==> config.mk <==
export PLATFORM = sky130hd
export DESIGN_NAME = hfub_cell
export DESIGN_NICKNAME = d
export VERILOG_FILES = /design/src/rtl/hfub_pkg.sv /design/src/rtl/hfub_cell.sv
export SDC_FILE = /design/constraint.sdc
export NUM_CORES = 1
export LEC_CHECK = 0
export BUFFER_PORTS_ARGS = -buffer_cell sky130_fd_sc_hd__buf_2
export CELL_PAD_IN_SITES_DETAIL_PLACEMENT = 1
export CELL_PAD_IN_SITES_GLOBAL_PLACEMENT = 1
export CORE_ASPECT_RATIO = 1.2
export CORE_MARGIN = 10
export CORE_UTILIZATION = 40
export CTS_CLUSTER_DIAMETER = 50
export DETAILED_ROUTE_END_ITERATION = 10
export MAX_ROUTING_LAYER = met4
export PLACE_DENSITY = 0.8
export REMOVE_ABC_BUFFERS = 1
export SKIP_LAST_GASP = 1
export SYNTH_ARGS = -nofsm -noshare
export SYNTH_HDL_FRONTEND = slang
export SYNTH_SLANG_ARGS = --single-unit
==> constraint.sdc <==
create_clock -name clock -period 9.2 [get_ports clock]
set_input_delay 0.92 -clock clock [delete_from_list [all_inputs] [get_ports clock]]
set_output_delay 0.92 -clock clock [all_outputs]
set_load 0.02 [all_outputs]
==> src/rtl/hfub_pkg.sv <==
package hfub_pkg;

   // Number of floor slots, one chain cell per slot.
   localparam int NUM_FLOORS = 16;

   localparam int SLOT_W = 4;
   localparam int POS_W  = 32;
   localparam int SIZE_W = 31;
   localparam int HALF_W = SIZE_W - 1;
   localparam int LIFT_W = 16;

   localparam logic [LIFT_W-1:0] LIFT_RESET = LIFT_W'(6554);

   typedef enum logic [1:0] {
      CMD_WRITE = 2'd0,
      CMD_CLEAR = 2'd1,
      CMD_QUERY = 2'd2
   } cmd_type;

   // One stored floor box: center and half extents.
   typedef struct packed {
      logic signed [POS_W-1:0] cx;
      logic signed [POS_W-1:0] cy;
      logic signed [POS_W-1:0] cz;
      logic [HALF_W-1:0]       hx;
      logic [HALF_W-1:0]       hy;
      logic [HALF_W-1:0]       hz;
   } floor_type;

   // Query token that walks the cell chain, with the best floor so far.
   typedef struct packed {
      logic signed [POS_W-1:0] px;
      logic signed [POS_W-1:0] py;
      logic signed [POS_W-1:0] pz;
      logic [HALF_W-1:0]       hx;
      logic [HALF_W-1:0]       hz;
      logic                    found;
      logic signed [POS_W-1:0] best_cy;
      logic [HALF_W-1:0]       best_hy;
   } token_type;

endpackage

==> src/rtl/hfub_cell.sv <==
module hfub_cell (
   input  logic                  clock,
   input  logic                  reset,
   input  logic                  adv,
   input  logic                  wr_en,
   input  logic                  clr_en,
   input  hfub_pkg::floor_type   wr_floor,
   input  logic                  tok_valid_i,
   input  hfub_pkg::token_type   tok_i,
   output logic                  tok_valid_o,
   output hfub_pkg::token_type   tok_o
);
   import hfub_pkg::*;

   floor_type floor_ff;
   logic      valid_ff;
   logic      valid_in;
   logic      tok_valid_ff;
   token_type tok_ff;
   token_type tok_in;

   logic signed [POS_W+1:0] bx_hi, bx_lo, fx_hi, fx_lo;
   logic signed [POS_W+1:0] bz_hi, bz_lo, fz_hi, fz_lo;
   logic ov_x, ov_z, hit, better;

   // Strict overlap tests in a width where no sum can wrap.
   always_comb begin
      bx_hi = (POS_W+2)'(tok_i.px) + (POS_W+2)'(tok_i.hx);
      bx_lo = (POS_W+2)'(tok_i.px) - (POS_W+2)'(tok_i.hx);
      fx_hi = (POS_W+2)'(floor_ff.cx) + (POS_W+2)'(floor_ff.hx);
      fx_lo = (POS_W+2)'(floor_ff.cx) - (POS_W+2)'(floor_ff.hx);
      bz_hi = (POS_W+2)'(tok_i.pz) + (POS_W+2)'(tok_i.hz);
      bz_lo = (POS_W+2)'(tok_i.pz) - (POS_W+2)'(tok_i.hz);
      fz_hi = (POS_W+2)'(floor_ff.cz) + (POS_W+2)'(floor_ff.hz);
      fz_lo = (POS_W+2)'(floor_ff.cz) - (POS_W+2)'(floor_ff.hz);
      ov_x  = (bx_hi > fx_lo) && (bx_lo < fx_hi);
      ov_z  = (bz_hi > fz_lo) && (bz_lo < fz_hi);
      hit   = valid_ff && ov_x && ov_z && (tok_i.py >= floor_ff.cy);
      // Only a strictly higher floor replaces the best, so lower slots win ties.
      better = hit && (!tok_i.found || (floor_ff.cy > tok_i.best_cy));
      tok_in = tok_i;
      if (better) begin
         tok_in.found   = 1'b1;
         tok_in.best_cy = floor_ff.cy;
         tok_in.best_hy = floor_ff.hy;
      end
      valid_in = valid_ff;
      if (wr_en) begin
         valid_in = 1'b1;
      end else if (clr_en) begin
         valid_in = 1'b0;
      end
   end

   always_ff @(posedge clock) begin
      if (reset) begin
         valid_ff     <= 1'b0;
         tok_valid_ff <= 1'b0;
      end else begin
         valid_ff <= valid_in;
         if (adv) begin
            tok_valid_ff <= tok_valid_i;
         end
      end
   end

   always_ff @(posedge clock) begin
      if (wr_en) begin
         floor_ff <= wr_floor;
      end
      if (adv) begin
         tok_ff <= tok_in;
      end
   end

   assign tok_valid_o = tok_valid_ff;
   assign tok_o       = tok_ff;

endmodule

==> out/summary.json, run 1 <==
{
  "clocking": {
    "cts_buffer_depth": 3,
    "clock_tree_from_tritoncts": "yes",
    "cts.sink_count": 407,
    "cts-resized-gates": 0,
    "cts_htree_levels": 2,
    "cts_hold_buffers": 0,
    "clock_edge_transition_at_the_registers_on_the_reported_setup_and_hold_paths_ns": 0.07,
    "numCtsBuffers": 51,
    "cts_root_buf": "clkbuf_16",
    "number_of_setup_buffers_added_after_cts": 0,
    "clk-insertion-delay-late_ns": 0.62
  },
  "global_routing": {
    "first_pass_grt_wire_length_um": 154300,
    "grt_usage_pct": 23.72,
    "global_route.overflow_total": 0,
    "grt_max_degree": 107,
    "via_count_of_the_first_global_routing_pass": 26090,
    "antenna_found_initial": 32
  },
  "power": {
    "gate_power_share_pct": 34.9,
    "seq_power_share_pct": 34.8,
    "cellPowerDensity_nw_per_um2": 183.4,
    "p_sw_uw": 2320,
    "power.ir.vdd_worst_mv": 0.2180,
    "leakage_power_total_uw": 0.01621,
    "cell_internal_pwr_uw": 4223,
    "switching_share_pct": 35.46,
    "power.share.clock_pct": 30.3
  },
  "logic_synthesis": {
    "synth_top_cells_by_area": "edfxtp_1 41%, ha_1 18%, xnor2_1 5.3%",
    "netlist-cell-type-count": 90,
    "post_synth_edffs": 405,
    "synth-simple-area-share_pct": 9.542,
    "synth_ff_type": "edfxtp_1",
    "netlist_instances": 2859,
    "post-synth-top-count-cell": "ha_1",
    "synth_adder_area_share_pct": 18.74,
    "post-synth-top-area-cell": "edfxtp_1",
    "share_of_synthesized_area_occupied_by_flip_flops_and_latches_pct": 40.90,
    "yosysWarningCount": 0,
    "netlist_top_cells_count": "434 x ha_1, 405 x edfxtp_1, 319 x inv_1",
    "ys_seq_elements": 407,
    "synth_async_sr_flop_share_pct": 0,
    "synth_area_um2": 29830,
    "synth_xor_xnor_area_share_pct": 6.338,
    "post_synthesis_compound_gate_area_fraction_pct": 16.82,
    "syn-mean-instance-area_um2": 10.43,
    "yosysTopAreaCellShare_pct": 40.77,
    "largest_family_of_logic_cells_by_synthesized_area": "adder cells",
    "share_of_cell_area_taken_by_muxes_after_synthesis_pct": 2.378
  },
  "run_status": {
    "outcome": "finished clean"
  },
  "placement": {
    "place.detailed.hpwl_um": 85730,
    "buffer_ports.inserted": 630,
    "gpl.final_weighted_congestion": 0.9305,
    "placement.setup.worst_slack_ns": 1.238
  },
  "route": {
    "first_iter_violations": 1321,
    "drt_pre_antenna_iters": 5,
    "routedWlPerCell_um": 23.29,
    "ant_nets": 0,
    "routed_wirelength_um": 105500,
    "drc_errors": 0,
    "detail_route.vias_per_cell": 5.376,
    "dr_total_vias": 24350
  },
  "flow_run": {
    "max_cap_violations": 0
  },
  "timing": {
    "layout_min_cycle_time_ns": 7.214,
    "worst_clock_skew_ns": 0.01961,
    "final_hold_violations": 0,
    "finalCritPeriodShare_pct": 78.41,
    "max_slew_margin_pct": 28.74,
    "timing.final.max_slew_violations": 0,
    "grt_setup_unrepaired": "false",
    "setup_ws_ns": 1.986,
    "worst_slew_pin_slew_ns": 1.069,
    "setup_violators_final": 0,
    "setup_tns_ns": 0,
    "achievable-frequency_ghz": 0.1386
  },
  "critical_path": {
    "cp_cell_sequence": "inv_1 > ha_1 > inv_1 > fa_1 > a21o_1 > a21oi_1 > o21ai_0 > a21oi_1 > o221ai_1 > o21ai_0 > a311o_1 > a21boi_0 > o21ai_0 > a21oi_1 > ha_1 > inv_1 > a221oi_1 > o21ai_0 > nor3_1 > o211a_1 > nand4b_1 > nor2_4 > buf_4 > mux2_2",
    "path_class": "reg2reg",
    "endpoint_kind": "flip-flop",
    "worst-path-max-fanout": 62,
    "worst-endpoint-required_ns": 9.56,
    "critical_path.n_buffers_inverters": 4,
    "timing.critical_path.max_delay_family": "compound AO/OA/AOI/OAI gates",
    "worstSetupStartpointType": "flip-flop",
    "cpMaxStageDelayCell": "buf_4",
    "worst_ep_arrival_time_ns": 7.58,
    "cp_slowest_stage_delay_ns": 0.78,
    "crit_top_cell": "o21ai_0"
  },
  "floorplanning": {
    "initial_core_utilization_pct": 40.43,
    "placementRows": 109,
    "die-area_um2": 85940,
    "core_um2": 73780,
    "die_height_um": 319.2,
    "top_level_pins": 631,
    "die_width_um": 269.3
  },
  "layout": {
    "share_of_layout_cells_above_drive_strength_1_pct": 22.82,
    "nNetsFinal": 4315,
    "layout-area-overhead-vs-synth_pct": 19.57
  },
  "min_path": {
    "holdCritPathClass": "in2reg"
  }
}
==> worst paths after layout <==
kind / startpoint / end / slack, ns / cells past startpoint
setup / recovery: floor_ff[154]$_DFFE_PP_ / tok_o[15]$_DFFE_PP_ / 1.99 / 24
hold / removal: wr_floor[53] / floor_ff[53]$_DFFE_PP_ / 0.46 / 1
setup reg to reg: floor_ff[154]$_DFFE_PP_ / tok_o[15]$_DFFE_PP_ / 1.99 / 24
hold reg to reg: tok_valid_o$_SDFFE_PP0P_ / tok_valid_o$_SDFFE_PP0P_ / 0.54 / 2
==> routing by layer <==
metal  vias up  routed length, um  GRT usage, %
met1     11950              42220         26.14
met3       146               5138         4.096
met5         -                  0             -
met2       619              54850         42.45
li1      11640                  -             -
met4         0               3289         8.522
==> power groups by stage <==
stage / registers (uW) / logic, uW / clock network (uW)
after detailed placement: 2310 / 2270 / 0
final: 2280 / 2280 / 1980
after floorplan: 2390 / 1430 / 0
after global routing: 2290 / 2550 / 2100
after global placement: 2300 / 2210 / 0
after CTS: 2280 / 2290 / 2010
==> cells in the final DEF, fill, tap and decap left out, types with 16 or more instances in the layout <==
| cell | Yosys | routed |
|---|---|---|
| nor2b_1 | 30 | 30 |
| edfxtp_1 | 405 | 405 |
| xor2_1 | 35 | 35 |
| o211ai_1 | 18 | 18 |
| or3_1 | 21 | 21 |
| a21o_1 | 118 | 118 |
| o21a_1 | 21 | 21 |
| o21bai_1 | 61 | 61 |
| diode_2 | 0 | 29 |
| and3_1 | 16 | 16 |
| a31oi_1 | 19 | 19 |
| nor4_1 | 18 | 18 |
| inv_1 | 319 | 319 |
| nor2_1 | 191 | 191 |
| mux2_2 | 31 | 31 |
| nand3_1 | 39 | 39 |
| xnor2_1 | 179 | 179 |
| ha_1 | 434 | 434 |
| o21ai_0 | 108 | 108 |
| nand2b_1 | 39 | 39 |
| nand4_1 | 40 | 40 |
| mux2i_1 | 36 | 36 |
| nand2_1 | 66 | 66 |
| clkbuf_16 | 0 | 52 |
| a21oi_1 | 244 | 244 |
| nor3_1 | 50 | 50 |
| buf_2 | 18 | 628 |
==> kinds of logic after synthesis <==
group / Yosys count
AO/OA/AOI/OAI: 757
flip-flops: 407
adder cells (fa/ha/maj): 442
AND/OR/NAND/NOR: 563
multiplexers: 67
buffers and inverters: 408
XOR/XNOR: 215
==> through the flow <==
stage | area, um2 | total power [uW] | hold WS, ns | std cells | util, %
finish | 35670 | 6543 | 0.4627 | 4530 | 48.34
global route | 35670 | 6936 | 0.4283 | 4530 | 48.34
CTS | 35600 | 6581 | 0.4273 | 4501 | 48.24
detailed placement | 33930 | 4586 | 0.5321 | 4408 | 45.99
global placement | 33930 | 4512 | 0.4840 | 4408 | 45.99
floorplan | 29470 | 3816 | 0.4447 | 2774 | -
==> worst register-to-register path: cells and delay by family, from the launching register on <==
kind,cells,cell delay (ns)
AO/OA/AOI/OAI,13,3.55
adder cells (fa/ha/maj),3,0.91
buffers and inverters,4,1.04
flip-flops,1,0.40
multiplexers,1,0.53
AND/OR/NAND/NOR,3,0.54
==> sequential cells by signal, summed over array words and instances, names as in the netlist <==
| signal | cells |
|---|---|
| floor_ff | 186 |
| valid_ff | 1 |
| tok_valid_o | 1 |
| tok_o | 219 |
==> final cells by class <==
class | instances | area (um2)
inverters | 323 | 1212
diodes | 29 | 72.57
repair buffers | 635 | 3209
flip-flops and latches | 407 | 12200
clock buffers | 62 | 1369
multi-input cells | 2044 | 16060
fillers | 8362 | 38110
clock inverters | 31 | 294.0
well taps | 999 | 1250
(Power assumes the default switching activity.)
==> run 2: changes to the inputs <==
- ABC_AREA: unset -> 1
- CORE_UTILIZATION: 40 -> 38
- PLACE_DENSITY: 0.8 -> 0.82
- clock period: 9.2 -> 6.2 ns (I/O delays scaled with it)
==> out/summary.json, run 2 <==
{
  "critical_path": {
    "worst-endpoint-required": {"value": 6.68, "unit": "ns", "change": "was 9.56 ns"},
    "path_class": {"value": "reg2reg", "change": "unchanged"},
    "worst_ep_arrival_time": {"value": 5.72, "unit": "ns", "change": "was 7.58 ns"},
    "cp_slowest_stage_delay": {"value": 0.57, "unit": "ns", "change": "was 0.78 ns"},
    "r2r_setup_slack": {"value": 0.95, "unit": "ns", "change": "was 1.99 ns"},
    "cpMaxStageDelayCell": {"value": "buf_4", "change": "unchanged"},
    "endpoint_kind": {"value": "flip-flop", "change": "unchanged"},
    "timing.critical_path.max_delay_family": {"value": "simple AND/OR/NAND/NOR gates", "change": "was compound AO/OA/AOI/OAI gates"},
    "crit_top_cell": {"value": "nand2_1", "change": "was o21ai_0"},
    "worstReg2RegEnd": {"value": "tok_o[18]$_DFFE_PP_", "change": "was tok_o[15]$_DFFE_PP_"},
    "worstSetupStartpointType": {"value": "flip-flop", "change": "unchanged"},
    "critical_path.n_buffers_inverters": {"value": 4, "change": "unchanged"},
    "r2r-start": {"value": "floor_ff[18]$_DFFE_PP_", "change": "was floor_ff[154]$_DFFE_PP_"},
    "worst-path-max-fanout": {"value": 62, "change": "unchanged"},
    "timing.reg2reg.worst_path_depth": {"value": 29, "change": "was 24"}
  },
  "power": {
    "power.total": {"value": 10040, "unit": "uW", "change": "was 6543 uW"},
    "power.ir.vdd_worst": {"value": 0.3170, "unit": "mV", "change": "was 0.2180 mV"},
    "cellPowerDensity": {"value": 265.7, "unit": "nW/um2", "change": "was 183.4 nW/um2"},
    "leakage_power_total": {"value": 0.01824, "unit": "uW", "change": "was 0.01621 uW"}
  },
  "global_routing": {
    "grt_usage": {"value": 25.23, "unit": "%", "change": "was 23.72%"},
    "groute.layer.met2.usage": {"value": 45.48, "unit": "%", "change": "was 42.45%"},
    "met3_usage": {"value": 4.372, "unit": "%", "change": "was 4.096%"},
    "grt_util_met1": {"value": 27.66, "unit": "%", "change": "was 26.14%"},
    "global_route.overflow_total": {"value": 0, "change": "unchanged"},
    "antenna_found_initial": {"value": 19, "change": "was 32"},
    "first_pass_grt_wire_length": {"value": 182700, "unit": "um", "change": "was 154300 um"},
    "via_count_of_the_first_global_routing_pass": {"value": 31480, "change": "was 26.09k"},
    "grt-busiest-layer": {"value": "met2", "change": "unchanged"},
    "grt_max_degree": {"value": 133, "change": "was 107"}
  },
  "min_path": {
    "holdCritPathClass": {"value": "in2reg", "change": "unchanged"},
    "whs_path_depth": {"value": 1, "change": "unchanged"},
    "timing.hold.worst_endpoint": {"value": "floor_ff[126]$_DFFE_PP_", "change": "was floor_ff[53]$_DFFE_PP_"},
    "hold_path_startpoint": {"value": "wr_floor[126]", "change": "was wr_floor[53]"}
  },
  "floorplanning": {
    "initial_core_utilization": {"value": 38.32, "unit": "%", "change": "was 40.43%"},
    "core": {"value": 83310, "unit": "um2", "change": "was 73780 um2"},
    "die_height": {"value": 337.5, "unit": "um", "change": "was 319.2 um"},
    "die_width": {"value": 284.6, "unit": "um", "change": "was 269.3 um"},
    "die-area": {"value": 96060, "unit": "um2", "change": "was 85940 um2"},
    "top_level_pins": {"value": 631, "change": "unchanged"},
    "placementRows": {"value": 116, "change": "was 109"}
  },
  "placement": {
    "buffer_ports.inserted": {"value": 630, "change": "unchanged"},
    "place.detailed.hpwl": {"value": 102700, "unit": "um", "change": "was 85730 um"},
    "post_dp_cell_area": {"value": 36080, "unit": "um2", "change": "was 33930 um2"},
    "place.detailed.instances": {"value": 5442, "change": "was 4408"},
    "gpl.final_weighted_congestion": {"value": 0.9503, "change": "was 0.9305"}
  },
  "logic_synthesis": {
    "ys_seq_elements": {"value": 407, "change": "unchanged"},
    "netlist-cell-type-count": {"value": 49, "change": "was 90"},
    "post-synth-top-count-cell": {"value": "nand2_1", "change": "was ha_1"},
    "yosysTopAreaCellShare": {"value": 38.09, "unit": "%", "change": "was 40.77%"},
    "synth_ff_type": {"value": "edfxtp_1", "change": "unchanged"},
    "post-synth-top-area-cell": {"value": "edfxtp_1", "change": "unchanged"},
    "netlist_top_cells_count": {"value": "725 x nand2_1, 554 x inv_1, 434 x ha_1", "change": "was 434 x ha_1, 405 x edfxtp_1, 319 x inv_1"},
    "yosysWarningCount": {"value": 0, "change": "unchanged"},
    "netlist_instances": {"value": 3781, "change": "was 2859"},
    "synth_async_sr_flop_share": {"value": 0, "unit": "%", "change": "unchanged"},
    "post_synth_edffs": {"value": 405, "change": "unchanged"},
    "syn-mean-instance-area": {"value": 8.444, "unit": "um2", "change": "was 10.43 um2"},
    "share_of_synthesized_area_occupied_by_flip_flops_and_latches": {"value": 38.22, "unit": "%", "change": "was 40.90%"},
    "synth_top_cells_by_area": {"value": "edfxtp_1 38%, ha_1 17%, nand2_1 8.5%", "change": "was edfxtp_1 41%, ha_1 18%, xnor2_1 5.3%"},
    "synth_area": {"value": 31930, "unit": "um2", "change": "was 29830 um2"}
  },
  "route": {
    "detail_route.vias_per_cell": {"value": 5.195, "change": "was 5.376"},
    "dr_total_vias": {"value": 28840, "change": "was 24.35k"},
    "routed_wirelength": {"value": 122900, "unit": "um", "change": "was 105500 um"},
    "routedWlPerCell": {"value": 22.14, "unit": "um", "change": "was 23.29 um"},
    "drt_pre_antenna_iters": {"value": 5, "change": "unchanged"},
    "ant_nets": {"value": 0, "change": "unchanged"},
    "first_iter_violations": {"value": 1603, "change": "was 1321"},
    "drc_errors": {"value": 0, "change": "unchanged"}
  },
  "clocking": {
    "cts.sink_count": {"value": 407, "change": "unchanged"},
    "numCtsBuffers": {"value": 48, "change": "was 51"},
    "cts-resized-gates": {"value": 0, "change": "unchanged"},
    "cts_buffer_depth": {"value": 3, "change": "unchanged"},
    "clk-insertion-delay-late": {"value": 0.63, "unit": "ns", "change": "was 0.62 ns"},
    "clock_tree_from_tritoncts": {"value": "yes", "change": "unchanged"},
    "clock_edge_transition_at_the_registers_on_the_reported_setup_and_hold_paths": {"value": 0.07, "unit": "ns", "change": "about the same"},
    "cts_root_buf": {"value": "clkbuf_16", "change": "unchanged"},
    "cts_hold_buffers": {"value": 0, "change": "unchanged"},
    "cts_htree_levels": {"value": 2, "change": "unchanged"},
    "number_of_setup_buffers_added_after_cts": {"value": 0, "change": "unchanged"}
  },
  "layout": {
    "most_common_cell_after_layout_fill_and_taps_aside": {"value": "nand2_1", "change": "was buf_2"},
    "postLayoutCellArea": {"value": 37810, "unit": "um2", "change": "was 35670 um2"},
    "largest_register_ff_count": {"value": 219, "change": "unchanged"},
    "share_of_layout_cells_above_drive_strength_1": {"value": 16.78, "unit": "%", "change": "was 22.82%"},
    "post_layout_nonfiller_instances": {"value": 5551, "change": "was 4530"},
    "nNetsFinal": {"value": 5224, "change": "was 4315"},
    "post-route-util": {"value": 45.38, "unit": "%", "change": "was 48.34%"},
    "layout.cells.most_common_list": {"value": "725 x nand2_1, 628 x buf_2, 554 x inv_1", "change": "was 628 x buf_2, 434 x ha_1, 405 x edfxtp_1"},
    "layout-area-overhead-vs-synth": {"value": 18.42, "unit": "%", "change": "was 19.57%"}
  },
  "flow_run": {
    "max_cap_violations": {"value": 0, "change": "unchanged"}
  },
  "timing": {
    "finalCritPeriodShare": {"value": 84.61, "unit": "%", "change": "was 78.41%"},
    "grt_setup_unrepaired": {"value": "false", "change": "unchanged"},
    "timing.final.max_slew_violations": {"value": 0, "change": "unchanged"},
    "final_hold_violations": {"value": 0, "change": "unchanged"},
    "setup_violators_final": {"value": 0, "change": "unchanged"},
    "max_slew_margin": {"value": 31.63, "unit": "%", "change": "was 28.74%"},
    "layout_min_cycle_time": {"value": 5.246, "unit": "ns", "change": "was 7.214 ns"},
    "setup_tns": {"value": 0, "unit": "ns", "change": "unchanged"},
    "worst_clock_skew": {"value": 0.02927, "unit": "ns", "change": "was 0.01961 ns"},
    "achievable-frequency": {"value": 0.1906, "unit": "GHz", "change": "was 0.1386 GHz"},
    "worst_slew_pin_slew": {"value": 1.026, "unit": "ns", "change": "was 1.069 ns"}
  },
  "run_status": {
    "outcome": {"value": "finished clean", "change": "unchanged"}
  }
}
run 2: area by class of cell:
| class | count | area (um2) |
|---|---|---|
| antenna | 20 | 50.05 |
| clock buffer | 55 | 1227 |
| clock inverter | 34 | 451.7 |
| fill | 10200 | 45500 |
| inverter | 555 | 2083 |
| multi-input combinational | 2719 | 17110 |
| sequential | 407 | 12200 |
| tap | 1121 | 1403 |
| timing repair buffer | 640 | 3284 |
run 2: kinds of logic (layout without fill, tap and decap cells):
logic type	Yosys count	after routing	share of synthesized area, %
AOI/OAI and AO/OA	705	705	12.57
xor gates and xnor gates	222	222	6.090
adders and majority gates	442	442	17.51
buffers and inverters	655	1284	8.198
DFF	407	407	38.22
muxes	1	1	0.03135
other	0	20	0
and+or+nand+nor	1349	1349	17.38
run 2: worst max-delay path by stage:
stage	from	end	slack, ns	depth (start not counted)
after detailed placement	tok_i[65]	tok_o[22]$_DFFE_PP_	0.54	29
after global placement	tok_i[68]	tok_o[5]$_DFFE_PP_	0.62	28
after floorplan	tok_i[63]	tok_o[0]$_DFFE_PP_	1.87	26
final	floor_ff[18]$_DFFE_PP_	tok_o[18]$_DFFE_PP_	0.95	29
after CTS	floor_ff[60]$_DFFE_PP_	tok_o[18]$_DFFE_PP_	0.92	31
after global routing	floor_ff[100]$_DFFE_PP_	tok_o[31]$_DFFE_PP_	0.50	25
run 2: metrics by stage:
step / hold WS, ns / worst slack [ns]
2_1_floorplan: 0.4556 / 1.870
3_3_place_gp: 0.5259 / 0.6245
3_5_place_dp: 0.5346 / 0.5382
4_1_cts: 0.1071 / 0.9215
5_1_grt: 0.1332 / 0.5033
6_report: 0.1662 / 0.9540
run 2: worst reg2reg max path: cells and delay by family, from the launching register on:
kind	cells	cell delay, ns
buf+inv	4	0.87
flops	1	0.52
simple gates	19	2.20
compound gates	4	0.78
fa+ha+maj	2	0.74
run 2: power breakdown:
part	internal (uW)	switching [uW]	total, uW
sequential	3270	122	3400
combinational	1260	2430	3690
clock	1680	1270	2960
total	6220	3820	10000
run 2: routing by layer:
layer / vias up / routed length (um)
li1: 13870 / -
met1: 13990 / 49080
met2: 787 / 63170
met3: 195 / 6083
met4: 0 / 4553
met5: - / 0
==> run 3: changes to the inputs <==
- clock period: 6.2 -> 4.47 ns (I/O delays scaled with it)
==> out/summary.json, run 3 (same netlist as run 2, synthesis figures left out) <==
{
  "power": {
    "leakage_power_total": {"value": 0.02195, "unit": "uW", "change": "was 0.01824 uW"},
    "cellPowerDensity": {"value": 349.9, "unit": "nW/um2", "change": "was 265.7 nW/um2"},
    "power.total": {"value": 15940, "unit": "uW", "change": "was 10040 uW"},
    "power.ir.vdd_worst": {"value": 0.3308, "unit": "mV", "change": "was 0.3170 mV"}
  },
  "layout": {
    "nNetsFinal": {"value": 5952, "change": "was 5224"},
    "post-route-util": {"value": 54.67, "unit": "%", "change": "was 45.38%"},
    "share_of_layout_cells_above_drive_strength_1": {"value": 30.13, "unit": "%", "change": "was 16.78%"},
    "largest_register_ff_count": {"value": 219, "change": "unchanged"},
    "layout-area-overhead-vs-synth": {"value": 42.64, "unit": "%", "change": "was 18.42%"},
    "layout.filler_cells": {"value": 9952, "change": "was 10.20k"},
    "layout.cells.most_common_list": {"value": "633 x nand2_1, 628 x buf_2, 545 x inv_1", "change": "was 725 x nand2_1, 628 x buf_2, 554 x inv_1"},
    "most_common_cell_after_layout_fill_and_taps_aside": {"value": "nand2_1", "change": "unchanged"}
  },
  "route": {
    "routedWlPerCell": {"value": 24.51, "unit": "um", "change": "was 22.14 um"},
    "drc_errors": {"value": 0, "change": "unchanged"},
    "detail_route.vias_per_cell": {"value": 5.327, "change": "was 5.195"},
    "ant_nets": {"value": 0, "change": "unchanged"},
    "drt_pre_antenna_iters": {"value": 5, "change": "unchanged"},
    "dr_total_vias": {"value": 33470, "change": "was 28.84k"},
    "routed_wirelength": {"value": 154000, "unit": "um", "change": "was 122900 um"},
    "first_iter_violations": {"value": 1995, "change": "was 1603"}
  },
  "floorplanning": {
    "placementRows": {"value": 116, "change": "unchanged"},
    "top_level_pins": {"value": 631, "change": "unchanged"},
    "initial_core_utilization": {"value": 38.32, "unit": "%", "change": "unchanged"},
    "die_width": {"value": 284.6, "unit": "um", "change": "unchanged"},
    "die-area": {"value": 96060, "unit": "um2", "change": "unchanged"},
    "core": {"value": 83310, "unit": "um2", "change": "unchanged"},
    "die_height": {"value": 337.5, "unit": "um", "change": "unchanged"}
  },
  "global_routing": {
    "grt_max_degree": {"value": 91, "change": "was 133"},
    "global_route.overflow_total": {"value": 0, "change": "unchanged"},
    "via_count_of_the_first_global_routing_pass": {"value": 36670, "change": "was 31.48k"},
    "grt_usage": {"value": 30.53, "unit": "%", "change": "was 25.23%"},
    "antenna_found_initial": {"value": 17, "change": "was 19"},
    "first_pass_grt_wire_length": {"value": 220000, "unit": "um", "change": "was 182700 um"}
  },
  "clocking": {
    "clock_tree_from_tritoncts": {"value": "yes", "change": "unchanged"},
    "cts_root_buf": {"value": "clkbuf_16", "change": "unchanged"},
    "cts_buffer_depth": {"value": 3, "change": "unchanged"},
    "numCtsBuffers": {"value": 50, "change": "was 48"},
    "cts.sink_count": {"value": 407, "change": "unchanged"},
    "clk-insertion-delay-late": {"value": 0.64, "unit": "ns", "change": "was 0.63 ns"},
    "clock_edge_transition_at_the_registers_on_the_reported_setup_and_hold_paths": {"value": 0.07, "unit": "ns", "change": "about the same"},
    "cts_htree_levels": {"value": 2, "change": "unchanged"}
  },
  "critical_path": {
    "critical_path.n_buffers_inverters": {"value": 5, "change": "was 4"},
    "path_class": {"value": "reg2reg", "change": "unchanged"},
    "cpMaxStageDelayCell": {"value": "edfxtp_1", "change": "was buf_4"},
    "worst-endpoint-required": {"value": 4.85, "unit": "ns", "change": "was 6.68 ns"},
    "cp_slowest_stage_delay": {"value": 0.50, "unit": "ns", "change": "was 0.57 ns"},
    "worst-path-max-fanout": {"value": 8, "change": "was 62"},
    "worst_ep_arrival_time": {"value": 5.15, "unit": "ns", "change": "was 5.72 ns"},
    "endpoint_kind": {"value": "flip-flop", "change": "unchanged"},
    "worstSetupStartpointType": {"value": "flip-flop", "change": "unchanged"},
    "timing.critical_path.max_delay_family": {"value": "simple AND/OR/NAND/NOR gates", "change": "unchanged"},
    "crit_top_cell": {"value": "nand2_2", "change": "was nand2_1"}
  },
  "timing": {
    "achievable-frequency": {"value": 0.2096, "unit": "GHz", "change": "was 0.1906 GHz"},
    "timing.final.max_slew_violations": {"value": 0, "change": "unchanged"},
    "worst_slew_pin_slew": {"value": 0.9106, "unit": "ns", "change": "was 1.026 ns"},
    "finalCritPeriodShare": {"value": 106.7, "unit": "%", "change": "was 84.61%"},
    "max_slew_margin": {"value": 39.08, "unit": "%", "change": "was 31.63%"},
    "setup_ws": {"value": -0.3016, "unit": "ns", "change": "was 0.9540 ns"},
    "setup_violators_final": {"value": 63, "change": "was 0"},
    "grt_setup_unrepaired": {"value": "true", "change": "was false"},
    "final_hold_violations": {"value": 0, "change": "unchanged"},
    "setup_tns": {"value": -14.76, "unit": "ns", "change": "was 0 ns"},
    "worst_clock_skew": {"value": 0.03710, "unit": "ns", "change": "was 0.02927 ns"},
    "layout_min_cycle_time": {"value": 4.772, "unit": "ns", "change": "was 5.246 ns"}
  },
  "placement": {
    "buffer_ports.inserted": {"value": 630, "change": "unchanged"},
    "placement.setup.worst_slack": {"value": -0.7756, "unit": "ns", "change": "was 0.5382 ns"},
    "place.detailed.hpwl": {"value": 112900, "unit": "um", "change": "was 102700 um"},
    "gpl.final_weighted_congestion": {"value": 0.9537, "change": "was 0.9503"}
  },
  "run_status": {
    "failed_checks": "setup timing",
    "outcome": {"value": "finished with violations", "change": "was finished clean"}
  },
  "min_path": {
    "holdCritPathClass": {"value": "in2reg", "change": "unchanged"}
  },
  "flow_run": {
    "max_cap_violations": {"value": 0, "change": "unchanged"}
  }
}
run 3: final timing paths:
| kind | startpoint | to | slack (ns) | cells past startpoint |
|---|---|---|---|---|
| hold / removal | wr_floor[87] | floor_ff[87]$_DFFE_PP_ | 0.01 | 1 |
| hold reg to reg | floor_ff[56]$_DFFE_PP_ | tok_o[26]$_DFFE_PP_ | 0.57 | 2 |
| setup / recovery | floor_ff[23]$_DFFE_PP_ | tok_o[42]$_DFFE_PP_ | -0.30 | 29 |
| setup reg to reg | floor_ff[23]$_DFFE_PP_ | tok_o[42]$_DFFE_PP_ | -0.30 | 29 |
run 3: timing repair:
| action | 4_1_cts | 5_1_grt |
|---|---|---|
| buffers inserted | 28 | 18 |
| gates resized for setup | 184 | 174 |
| setup endpoints to repair | 63 | 63 |
| hold endpoints to repair | 174 | 1 |
| pin swaps | 71 | 68 |
| hold buffers | 174 | 1 |
| gates cloned | 12 | 2 |
run 3: layout make-up:
type	count	area, um2	share of cell area [%]
tap	1121	1403	3.080
inverter	555	2083	4.574
clock inverter	36	469.2	1.030
timing repair buffer	1366	9589	21.05
multi-input combinational	2719	18470	40.55
sequential	407	12200	26.79
antenna	20	50.05	0.1099
clock buffer	58	1281	2.813
run 3: per-stage QoR:
stage	cells	instance area, um2	hold slack, ns
floorplan	3681	31390	0.4556
global placement	5934	39810	0.5245
detailed placement	5934	39810	0.5436
CTS	6241	44600	0.0007744
global route	6281	45540	-0.004188
finish	6282	45540	0.01454
run 3: per-layer routing:
layer  up-vias  global-route usage [%]  part of all wire [%]
met2      1353                   55.39                    51
met5         -                       -                     0
met1     16290                   32.57                    38
met3       483                   4.540                   5.7
li1      15340                       -                     -
met4         0                   13.76                   5.5
run 3: power by group:
part           leakage (uW)  internal, uW  switching (uW)
registers           0.00398          4540             213
clock network      0.000830          2470            1920
logic                0.0171          2760            4020
